[config.mk]
export PLATFORM = sky130hd
export DESIGN_NAME = char_lcd_nibble_write_sequencer
export DESIGN_NICKNAME = d
export VERILOG_FILES = /design/src/lcdseq_pkg.sv /design/src/lcdseq_ctrl.sv /design/src/lcdseq_dp.sv /design/src/char_lcd_nibble_write_sequencer.sv
export SDC_FILE = /design/constraint.sdc
export NUM_CORES = 1
export LEC_CHECK = 0
export BUFFER_PORTS_ARGS = -buffer_cell sky130_fd_sc_hd__buf_2
export CAP_MARGIN = 20
export CORE_MARGIN = 5
export CORE_UTILIZATION = 52
export DETAILED_ROUTE_END_ITERATION = 16
export PLACE_DENSITY = 0.78
export SYNTH_ARGS = -nofsm -noshare
export SYNTH_HDL_FRONTEND = slang
export SYNTH_SLANG_ARGS = --single-unit
[constraint.sdc]
create_clock -name clk -period 2.7 [get_ports clk]
set_input_delay 0 -clock clk [delete_from_list [all_inputs] [get_ports clk]]
set_output_delay 0 -clock clk [all_outputs]
set_load 0.03 [all_outputs]
[src/lcdseq_pkg.sv]
// ----------------------------------------------------------------------------
// lcdseq_pkg
// Types, constants and the control store for the character LCD 4-bit
// write sequencer.
// ----------------------------------------------------------------------------
package lcdseq_pkg;

    localparam int ADDR_W = 5;

    localparam logic [ADDR_W-1:0] ENTRY_INIT = 5'd0;
    localparam logic [ADDR_W-1:0] ENTRY_BYTE = 5'd21;

    localparam logic [15:0] HOLD_STROBE  = 16'd1;
    localparam logic [15:0] HOLD_NIBBLE  = 16'd100;
    localparam logic [15:0] HOLD_POWERUP = 16'd50000;
    localparam logic [15:0] HOLD_WAKE    = 16'd5000;
    localparam logic [15:0] HOLD_CLEAR   = 16'd2000;

    localparam logic [7:0] CLEAR_BYTE = 8'h01;

    typedef enum logic [2:0] {
        CMD_INIT   = 3'd0,
        CMD_WRITE  = 3'd1,
        CMD_DATA   = 3'd2,
        CMD_SETPOS = 3'd3,
        CMD_CLEAR  = 3'd4
    } cmd_t;

    typedef enum logic [1:0] {
        NIB_CONST,
        NIB_HI,
        NIB_LO
    } nib_src_t;

    // Sequencing: advance, finish, or advance only for a request with a tail step.
    typedef enum logic [1:0] {
        OP_NEXT,
        OP_DONE,
        OP_TAIL
    } seq_op_t;

    typedef struct packed {
        nib_src_t    nib_src;
        logic [3:0]  nib_const;
        logic        rs_from_reg;
        logic        en;
        logic [15:0] hold;
        seq_op_t     op;
    } uword_t;

    typedef struct packed {
        logic        valid;
        nib_src_t    nib_src;
        logic [3:0]  nib_const;
        logic        rs_from_reg;
        logic        en;
        logic [15:0] hold;
        logic        last;
    } step_ctl_t;

    function automatic uword_t mk(input nib_src_t s, input logic [3:0] c, input logic rs,
                                  input logic en, input logic [15:0] h, input seq_op_t op);
        uword_t w;
        w.nib_src     = s;
        w.nib_const   = c;
        w.rs_from_reg = rs;
        w.en          = en;
        w.hold        = h;
        w.op          = op;
        return w;
    endfunction

    function automatic uword_t ucode(input logic [ADDR_W-1:0] a);
        uword_t w;
        case (a)
            // initialise
            5'd0:  w = mk(NIB_CONST, 4'h0, 1'b0, 1'b0, HOLD_POWERUP, OP_NEXT);
            5'd1:  w = mk(NIB_CONST, 4'h3, 1'b0, 1'b1, HOLD_STROBE,  OP_NEXT);
            5'd2:  w = mk(NIB_CONST, 4'h3, 1'b0, 1'b0, HOLD_WAKE,    OP_NEXT);
            5'd3:  w = mk(NIB_CONST, 4'h3, 1'b0, 1'b1, HOLD_STROBE,  OP_NEXT);
            5'd4:  w = mk(NIB_CONST, 4'h3, 1'b0, 1'b0, HOLD_WAKE,    OP_NEXT);
            5'd5:  w = mk(NIB_CONST, 4'h3, 1'b0, 1'b1, HOLD_STROBE,  OP_NEXT);
            5'd6:  w = mk(NIB_CONST, 4'h3, 1'b0, 1'b0, HOLD_WAKE,    OP_NEXT);
            5'd7:  w = mk(NIB_CONST, 4'h2, 1'b0, 1'b1, HOLD_STROBE,  OP_NEXT);
            5'd8:  w = mk(NIB_CONST, 4'h2, 1'b0, 1'b0, HOLD_NIBBLE,  OP_NEXT);
            5'd9:  w = mk(NIB_CONST, 4'h2, 1'b0, 1'b1, HOLD_STROBE,  OP_NEXT);
            5'd10: w = mk(NIB_CONST, 4'h2, 1'b0, 1'b0, HOLD_NIBBLE,  OP_NEXT);
            5'd11: w = mk(NIB_CONST, 4'h8, 1'b0, 1'b1, HOLD_STROBE,  OP_NEXT);
            5'd12: w = mk(NIB_CONST, 4'h8, 1'b0, 1'b0, HOLD_NIBBLE,  OP_NEXT);
            5'd13: w = mk(NIB_CONST, 4'h0, 1'b0, 1'b1, HOLD_STROBE,  OP_NEXT);
            5'd14: w = mk(NIB_CONST, 4'h0, 1'b0, 1'b0, HOLD_NIBBLE,  OP_NEXT);
            5'd15: w = mk(NIB_CONST, 4'hc, 1'b0, 1'b1, HOLD_STROBE,  OP_NEXT);
            5'd16: w = mk(NIB_CONST, 4'hc, 1'b0, 1'b0, HOLD_NIBBLE,  OP_NEXT);
            5'd17: w = mk(NIB_CONST, 4'h0, 1'b0, 1'b1, HOLD_STROBE,  OP_NEXT);
            5'd18: w = mk(NIB_CONST, 4'h0, 1'b0, 1'b0, HOLD_NIBBLE,  OP_NEXT);
            5'd19: w = mk(NIB_CONST, 4'h6, 1'b0, 1'b1, HOLD_STROBE,  OP_NEXT);
            5'd20: w = mk(NIB_CONST, 4'h6, 1'b0, 1'b0, HOLD_NIBBLE,  OP_DONE);
            // byte write from the byte register
            5'd21: w = mk(NIB_HI,    4'h0, 1'b1, 1'b1, HOLD_STROBE,  OP_NEXT);
            5'd22: w = mk(NIB_HI,    4'h0, 1'b1, 1'b0, HOLD_NIBBLE,  OP_NEXT);
            5'd23: w = mk(NIB_LO,    4'h0, 1'b1, 1'b1, HOLD_STROBE,  OP_NEXT);
            5'd24: w = mk(NIB_LO,    4'h0, 1'b1, 1'b0, HOLD_NIBBLE,  OP_TAIL);
            // clear wait
            5'd25: w = mk(NIB_CONST, 4'h1, 1'b0, 1'b0, HOLD_CLEAR,   OP_DONE);
            default: w = mk(NIB_CONST, 4'h0, 1'b0, 1'b0, 16'd0,      OP_DONE);
        endcase
        return w;
    endfunction

endpackage

[src/lcdseq_ctrl.sv]
// ----------------------------------------------------------------------------
// lcdseq_ctrl
// Step counter and control store: dispatches a request to its entry point
// and walks the program one step per cycle.
// ----------------------------------------------------------------------------
module lcdseq_ctrl
    import lcdseq_pkg::*;
(
    input  logic       clk,
    input  logic       rst_n,
    input  logic       start,
    input  logic [2:0] cmd,
    output logic       busy,
    output logic       load,
    output step_ctl_t  step
);

    logic [ADDR_W-1:0] pc_reg, pc_next;
    logic              busy_reg, busy_next;
    logic              tail_reg, tail_next;
    logic              cmd_known;
    uword_t            uw;

    assign uw        = ucode(pc_reg);
    assign cmd_known = (cmd == CMD_INIT) || (cmd == CMD_WRITE) || (cmd == CMD_DATA) ||
                       (cmd == CMD_SETPOS) || (cmd == CMD_CLEAR);
    assign load      = start && !busy_reg && cmd_known;
    assign busy      = busy_reg;

    always_comb
    begin
        pc_next   = pc_reg;
        busy_next = busy_reg;
        tail_next = tail_reg;
        if (load)
        begin
            busy_next = 1'b1;
            pc_next   = (cmd == CMD_INIT) ? ENTRY_INIT : ENTRY_BYTE;
            tail_next = (cmd == CMD_CLEAR);
        end
        else if (busy_reg)
        begin
            case (uw.op)
                OP_NEXT: pc_next = pc_reg + 5'd1;
                OP_DONE: busy_next = 1'b0;
                OP_TAIL:
                begin
                    if (tail_reg)
                        pc_next = pc_reg + 5'd1;
                    else
                        busy_next = 1'b0;
                end
                default: busy_next = 1'b0;
            endcase
        end
    end

    always_comb
    begin
        step.valid       = busy_reg;
        step.nib_src     = uw.nib_src;
        step.nib_const   = uw.nib_const;
        step.rs_from_reg = uw.rs_from_reg;
        step.en          = uw.en;
        step.hold        = uw.hold;
        step.last        = (uw.op == OP_DONE) || ((uw.op == OP_TAIL) && !tail_reg);
    end

    always_ff @(posedge clk or negedge rst_n)
    begin
        if (!rst_n)
        begin
            pc_reg   <= ENTRY_INIT;
            busy_reg <= 1'b0;
            tail_reg <= 1'b0;
        end
        else
        begin
            pc_reg   <= pc_next;
            busy_reg <= busy_next;
            tail_reg <= tail_next;
        end
    end

endmodule

[src/lcdseq_dp.sv]
// ----------------------------------------------------------------------------
// lcdseq_dp
// Datapath: byte and register-select latch, nibble select and the
// registered pin-step outputs.
// ----------------------------------------------------------------------------
module lcdseq_dp
    import lcdseq_pkg::*;
(
    input  logic        clk,
    input  logic        rst_n,
    input  logic        load,
    input  logic [2:0]  cmd,
    input  logic [7:0]  byte_value,
    input  logic        row,
    input  logic [5:0]  column,
    input  step_ctl_t   step,
    output logic        strobe,
    output logic [3:0]  nibble,
    output logic        reg_select,
    output logic        enable,
    output logic [15:0] hold_us,
    output logic        last
);

    logic [7:0]  byte_reg, byte_next;
    logic        rs_reg;
    logic        strobe_reg;
    logic [3:0]  nibble_reg, nibble_next;
    logic        reg_select_reg;
    logic        enable_reg;
    logic [15:0] hold_us_reg;
    logic        last_reg;

    always_comb
    begin
        case (cmd)
            CMD_SETPOS: byte_next = {1'b1, row, column};
            CMD_CLEAR:  byte_next = CLEAR_BYTE;
            default:    byte_next = byte_value;
        endcase
    end

    always_comb
    begin
        case (step.nib_src)
            NIB_HI:  nibble_next = byte_reg[7:4];
            NIB_LO:  nibble_next = byte_reg[3:0];
            default: nibble_next = step.nib_const;
        endcase
    end

    always_ff @(posedge clk)
    begin
        if (load)
        begin
            byte_reg <= byte_next;
            rs_reg   <= (cmd == CMD_DATA);
        end
        nibble_reg     <= nibble_next;
        reg_select_reg <= step.rs_from_reg & rs_reg;
        enable_reg     <= step.en;
        hold_us_reg    <= step.hold;
        last_reg       <= step.last;
    end

    always_ff @(posedge clk or negedge rst_n)
    begin
        if (!rst_n)
            strobe_reg <= 1'b0;
        else
            strobe_reg <= step.valid;
    end

    assign strobe     = strobe_reg;
    assign nibble     = nibble_reg;
    assign reg_select = reg_select_reg;
    assign enable     = enable_reg;
    assign hold_us    = hold_us_reg;
    assign last       = last_reg;

endmodule

[src/char_lcd_nibble_write_sequencer.sv]
// ----------------------------------------------------------------------------
// char_lcd_nibble_write_sequencer
// Turns LCD requests into pin steps for a character LCD on a 4-bit bus.
// ----------------------------------------------------------------------------
// A request is taken when start is high and busy is low. Its pin steps then
// appear one per clock, each for one cycle with strobe high. The first step
// shows once the request has passed through the step counter and then the
// datapath output registers, and the final step has last set. The output
// cannot be stalled, so the receiver must take every step as it comes.
// Command, data and set-position requests give 4 steps, clear gives 5 and
// initialise 21. Busy is high while they are walked, one control store step
// per cycle. It drops as the final step is shown, so a new request may be
// taken in that cycle. Unused command codes are not taken and give no steps.
// hold_us is a time for downstream pacing logic to honor; this block does
// not wait it out.
// ----------------------------------------------------------------------------
module char_lcd_nibble_write_sequencer
    import lcdseq_pkg::*;
(
    input  logic        clk,
    input  logic        rst_n,
    input  logic        start,
    output logic        busy,
    input  logic [2:0]  cmd,
    input  logic [7:0]  byte_value,
    input  logic        row,
    input  logic [5:0]  column,
    output logic        strobe,
    output logic [3:0]  nibble,
    output logic        reg_select,
    output logic        enable,
    output logic [15:0] hold_us,
    output logic        last
);

    logic      load;
    step_ctl_t step;

    lcdseq_ctrl u_ctrl (
        .clk   (clk),
        .rst_n (rst_n),
        .start (start),
        .cmd   (cmd),
        .busy  (busy),
        .load  (load),
        .step  (step)
    );

    lcdseq_dp u_dp (
        .clk        (clk),
        .rst_n      (rst_n),
        .load       (load),
        .cmd        (cmd),
        .byte_value (byte_value),
        .row        (row),
        .column     (column),
        .step       (step),
        .strobe     (strobe),
        .nibble     (nibble),
        .reg_select (reg_select),
        .enable     (enable),
        .hold_us    (hold_us),
        .last       (last)
    );

endmodule

==> metrics.md, run 1 <==
| Metric | Value |
|---|---|
| Initial antenna violation count | `0` |
| Syn_area_per_cell | `just under 10 um2` |
| Io pins | `between 40 and 50` |
| Port Buffers | `42` |
| Post-synth EDFFs | `9` |
| Synth Flop Type | `dfxtp_1` |
| Initial DRC count | `88` |
| MaxCap Viol Count | `0` |
| Post-Syn Area | `roughly 1700 um2` |
| Achievable Freq | `423 MHz` |
| Async set-reset flop share out of synthesis | `between 20% and 30%` |
| Pwr/cell area | `roughly 1200 nW/um2` |
| Mapped Cells | `about 180` |
| Setup-failing EPs final | `0` |
| Clock Path Buffers | `2` |
| Fin Setup TNS | `0 ns` |
| Num Clock Sinks | `32` |
| Final worst-path cycle share | `87.6%` |
| Register Area | `a little under 800 um2` |
| DR DRC count | `0` |
| Core Area | `roughly 3300 um2` |
| Syn-to-layout area delta | `15.7%` |
| CTS buffer count | `5` |
| Footprint of the multi-input gates | `around 800 um2` |
| RSZ-0062 raised after global routing | `no` |
| CTS tree | `done` |
| Clk pin slew, worst setup/hold paths | `around 0.09 ns` |
| DIE HEIGHT | `67.6 um` |
| Post-route ant nets | `0` |
| Ys Warns | `0` |
| Worst vdd ir | `0.461 mV` |
| Ant. Diodes | `0` |
| Critical Path Sink Type | `register` |
| Fillers | `280` |
| Die area | `around 4600 um2` |
| Largest net degree at the start of global routing | `21` |
| Drt total wl | `approximately 3.4 mm` |
| Post-CTS setup buffers | `0` |
| Crit Path Max Fanout | `9` |
| Row count | `21` |
| Max Slew Vio Count | `0` |
| Hold Violations, Final | `0` |
| DR vias | `1413` |
| Later-pin clock latency in the skew report | `~0.32 ns` |
| Clock skew | `a little over 0.007 ns` |
| Sequential fraction of the synthesis area | `around 45%` |
| Startpoint Class | `register` |
| Minimum clock period | `roughly 2.4 ns` |
| Root Buffer | `clkbuf_4` |
| Total global-route track usage | `around 16%` |
| Worst Setup Path Type | `reg2reg` |
| Max FFs per register | `9` |
| Layout cells sized above 1 | `between 20% and 30%` |
| Number of unique standard cell types used by synthesis | `between 50 and 60` |
| Lkg Pwr | `~0.9 nW` |
| Crit path arrival time | `around 2.6 ns` |
| Vias in the first global route | `1311` |
| GRT overflow | `0` |
| #FFs+latches synth | `32` |
| Worst slew margin | `roughly three fifths` |
| Post-layout util | `60.8%` |
| Wire per inst | `between 10 and 15 um` |
| Initial core utilization | `between 50% and 60%` |
| Gpl congestion | `around 0.9` |
| Final net count | `between 200 and 250` |
| Worst Path Required | `~2.9 ns` |
| First-pass GRT wire length | `about 5.6 mm` |
| Class of the worst hold path | `in2reg` |
| Slew of the pin with the lowest slew margin | `0.584 ns` |
| Routed vias/inst | `roughly 5.4` |
| H-Tree Depth | `2` |
| Post-DP HPWL | `between 2 and 3 mm` |
| Die Width | `67.6 um` |
| Pre-Repair DR Iteration Count | `4` |
| Status | `completed` |
metal layers:
layer  up-vias  track usage (%)  wire (um)
met3        10             4.49        242
li1        705                -          -
met5         -                0          0
met4         0             7.59         98
met1       638             20.2       1510
met2        60             25.6       1590
path summary, 6_finish.rpt:
check	startpoint	cells after the start	end	slack, ns
worst max-delay path	u_ctrl.pc_reg[0]	8	u_dp.nibble[1]	0.33
worst min-delay path	column[0]	2	u_dp.byte_reg[0]	0.01
max in group asynchronous	rst_n	2	u_ctrl.pc_reg[1]	2.49
worst max register to register	u_ctrl.pc_reg[0]	8	u_dp.nibble[1]	0.33
min in group asynchronous	rst_n	2	u_ctrl.pc_reg[4]	0.05
worst min register to register	u_ctrl.tail_reg	1	u_ctrl.tail_reg	0.50
timing repair:
item	4_1_cts	5_1_grt
gates resized for setup	0	0
hold endpoints to repair	12	0
hold buffers	5	0
cells in the mapped netlist (2+ instances only):
library cell / number / area share, %
nor2_1: 14 / 3.0
o22a_1: 2 / 1.0
o21ai_1: 2 / 0.58
edfxtp_1: 9 / 16
nand2b_1: 5 / 1.8
a21oi_1: 14 / 4.1
nand2_1: 5 / 1.1
nor2b_1: 7 / 2.5
nand3b_1: 3 / 1.3
nor3_1: 2 / 0.58
buf_6: 4 / 2.6
inv_1: 9 / 2.0
o21ai_0: 7 / 2.0
mux2i_1: 2 / 1.2
dfxtp_1: 15 / 17
buf_2: 5 / 1.5
buf_4: 9 / 3.9
and3_1: 2 / 0.73
a31oi_1: 2 / 0.73
dfrtp_1: 8 / 12
a221oi_1: 3 / 1.5
nand3_1: 3 / 0.87
ha_1: 8 / 5.8
o22ai_1: 6 / 2.2
metrics by stage:
stage               setup slack [ns]  hold slack [ns]  instance area (um2)  cells  total power, W
floorplan                      0.693           -0.296                 1730    177         0.00181
detailed placement             0.387           -0.149                 1880    249         0.00203
finish                         0.334           0.0141                 2000    262         0.00234
global route                   0.178           0.0115                 2000    262         0.00251
CTS                            0.363          0.00192                 2000    262         0.00234
global placement               0.511           -0.146                 1880    249         0.00201
cells by family (layout without fill, tap and decap cells):
family	count (synthesis)	in the layout	synth area share, %
AOI/OAI and AO/OA	54	54	21.6
muxes	3	3	1.81
other	1	3	0.217
DFF	32	32	44.7
buffers and inverters	27	66	9.94
adders and majority gates	8	8	5.81
and+or+nand+nor	50	50	15.9
critical path, cell delays in order (launching register included):
cell	delay [ns]
dfrtp_1	0.48
inv_1	0.18
ha_1	0.33
nor2b_1	0.25
mux2i_1	0.12
nand2b_1	0.18
ha_1	0.37
a221oi_1	0.28
a31oi_1	0.07
placed cells by master, fill, tap and decap left out, types with 3 or more instances in the layout:
cell type      instances
nand2b_1               5
edfxtp_1               9
ha_1                   8
a221oi_1               3
nor2b_1                7
dfrtp_1                8
dlygate4sd3_1          5
dfxtp_1               15
nand3_1                3
nand3b_1               3
clkbuf_4               5
conb_1                 3
nand2_1                5
o22ai_1                6
a21oi_1               14
nor2_1                14
o21ai_0                7
buf_2                 42
inv_1                  9
layout make-up:
class | instances | area share, %
sequential | 32 | 38.6
clock buffer | 8 | 3.45
multi-input combinational | 118 | 39.6
tap | 46 | 2.88
timing repair buffer | 49 | 13.8
inverter | 9 | 1.69
report_power, final:
part	internal (W)	switching, W	leakage [nW]
Combinational	0.000470	0.000764	0.563
Sequential	0.000665	0.000142	0.303
Clock	0.000153	0.000146	0.0386
(Power assumes the default switching activity.)
==> inputs of run 2 (changes only) <==
--- a/config.mk
+++ b/config.mk
@@ -8,9 +8,10 @@
 export BUFFER_PORTS_ARGS = -buffer_cell sky130_fd_sc_hd__buf_2
 export CAP_MARGIN = 20
 export CORE_MARGIN = 5
-export CORE_UTILIZATION = 52
+export CORE_UTILIZATION = 45
 export DETAILED_ROUTE_END_ITERATION = 16
-export PLACE_DENSITY = 0.78
+export GPL_TIMING_DRIVEN = 0
+export PLACE_DENSITY = 0.69
 export SYNTH_ARGS = -nofsm -noshare
 export SYNTH_HDL_FRONTEND = slang
 export SYNTH_SLANG_ARGS = --single-unit
==> metrics.md, run 2 (synthesized netlist as in run 1, its figures left out) <==
| Metric | Value |
|---|---|
| DIE HEIGHT | `71.9 um` |
| Class of the worst hold path | `in2reg` |
| CTS buffer count | `5` |
| Port Buffers | `42` |
| Initial core utilization | `between 40% and 50%` |
| Die area | `5170 um2` |
| Worst vdd ir | `0.530 mV` |
| Layout cells sized above 1 | `31.6%` |
| Wire per inst | `~13 um` |
| Most common cell after layout, fill and taps aside | `buf_2` |
| Final worst-path cycle share | `89.4%` |
| Resize count post-CTS | `0` |
| Worst Setup Slack, final | `0.287 ns` |
| Crit Path Max Fanout | `9` |
| Row count | `22` |
| DR DRC count | `0` |
| Routed vias/inst | `around 5.0` |
| Fin Setup TNS | `0 ns` |
| Num Clock Sinks | `32` |
| Pwr/cell area | `1190 nW/um2` |
| Total global-route track usage | `14.4%` |
| GRT overflow | `0` |
| Core Area | `3690 um2` |
| RSZ-0062 raised after global routing | `no` |
| First-pass GRT wire length | `just under 6 mm` |
| Post-CTS setup buffers | `0` |
| Status | `completed` |
| Ant. Diodes | `0` |
| Largest net degree at the start of global routing | `11` |
| MaxCap Viol Count | `0` |
| Later-pin clock latency in the skew report | `0.28 ns` |
| Pre-Repair DR Iteration Count | `4` |
| Root Buffer | `clkbuf_8` |
| CTS tree | `done` |
| Register Area | `between 700 and 800 um2` |
| Pre-CTS WS | `0.308 ns` |
| Syn-to-layout area delta | `21.6%` |
| Drt total wl | `roughly 3.5 mm` |
| Final net count | `approximately 260` |
| Clock skew | `0.00351 ns` |
| Gpl congestion | `0.840` |
| Clk pin slew, worst setup/hold paths | `0.06 ns` |
| Max FFs per register | `9` |
| H-Tree Depth | `2` |
| Initial DRC count | `just under 70` |
| Hold_ws | `roughly 0.030 ns` |
| Worst Path Required | `between 2 and 3 ns` |
| Achievable Freq | `roughly 410 MHz` |
| Post-route ant nets | `0` |
| Fillers | `350` |
| Die Width | `71.9 um` |
| Minimum clock period | `~2.4 ns` |
| Hold Violations, Final | `0` |
| Setup-failing EPs final | `0` |
| Max Slew Vio Count | `0` |
| DR vias | `about 1400` |
| Io pins | `46` |
| Critical Path Sink Type | `register` |
| Clock Path Buffers | `2` |
| Commonest cells after routing, fill and taps aside | `buf_2 (47), dfxtp_1 (15), nor2_1 (14), a21oi_1 (14)` |
| Worst Setup Path Type | `reg2reg` |
| Footprint of the multi-input gates | `790 um2` |
| Crit path arrival time | `around 2.6 ns` |
| Initial antenna violation count | `0` |
| Vias in the first global route | `around 1300` |
| Post-DP HPWL | `approximately 2.7 mm` |
| Startpoint Class | `register` |
| Lkg Pwr | `between 0.9 and 1 nW` |
run 2: repair_timing:
| action | 4_1_cts | 5_1_grt |
|---|---|---|
| hold buffers | 1 | 0 |
| endpoints found under the hold margin | 8 | 0 |
| endpoints found under the setup margin | 0 | 0 |
run 2: layout make-up:
class	instances	area share (%)
Sequential cell	32	36.8
Buffer	18	6.57
Tap cell	48	2.87
Inverter	9	1.61
Clock inverter	2	0.537
Clock buffer	6	3.46
Timing Repair Buffer	43	10.5
Multi-Input combinational cell	118	37.7
run 2: worst paths after layout:
kind	from	end	slack, ns	depth (start not counted)
worst min-delay path	cmd[2]	u_ctrl.tail_reg	0.03	2
worst max-delay path	u_ctrl.pc_reg[0]	u_dp.nibble[1]	0.29	9
max in group asynchronous	rst_n	u_ctrl.pc_reg[2]	2.42	2
min in group asynchronous	rst_n	u_dp.strobe	0.11	2
worst min register to register	u_ctrl.tail_reg	u_ctrl.tail_reg	0.49	1
worst max register to register	u_ctrl.pc_reg[0]	u_dp.nibble[1]	0.29	9
run 2: where the power goes:
part	total (W)	internal [W]	switching, W	leakage, nW
sequential	0.000764	0.000667	0.0000970	0.303
combinational	0.00138	0.000543	0.000839	0.628
clock	0.000341	0.000178	0.000163	0.0388
run 2: worst max-delay path: stages, from the launching register on:
cell,delay (ns)
dfrtp_1,0.48
inv_1,0.21
ha_1,0.19
buf_6,0.13
nor2b_1,0.24
mux2i_1,0.14
nand2b_1,0.16
ha_1,0.37
a221oi_1,0.29
a31oi_1,0.07
run 2: per-layer routing:
layer | share of wire [%] | wire (um) | GRT usage [%]
met5 | 0 | 0 | 0
met4 | 2.8 | 98 | 7.52
met3 | 7.8 | 269 | 4.57
met2 | 45 | 1560 | 23.2
met1 | 44 | 1520 | 17.3
run 2: stage by stage:
| stage | util (%) | power (W) | area [um2] | cells |
|---|---|---|---|---|
| floorplan | - | 0.00181 | 1730 | 177 |
| global placement | 54.3 | 0.00213 | 2000 | 267 |
| detailed placement | 54.3 | 0.00215 | 2000 | 267 |
| CTS | 56.8 | 0.00250 | 2100 | 276 |
| global route | 56.8 | 0.00267 | 2100 | 276 |
| finish | 56.8 | 0.00249 | 2100 | 276 |
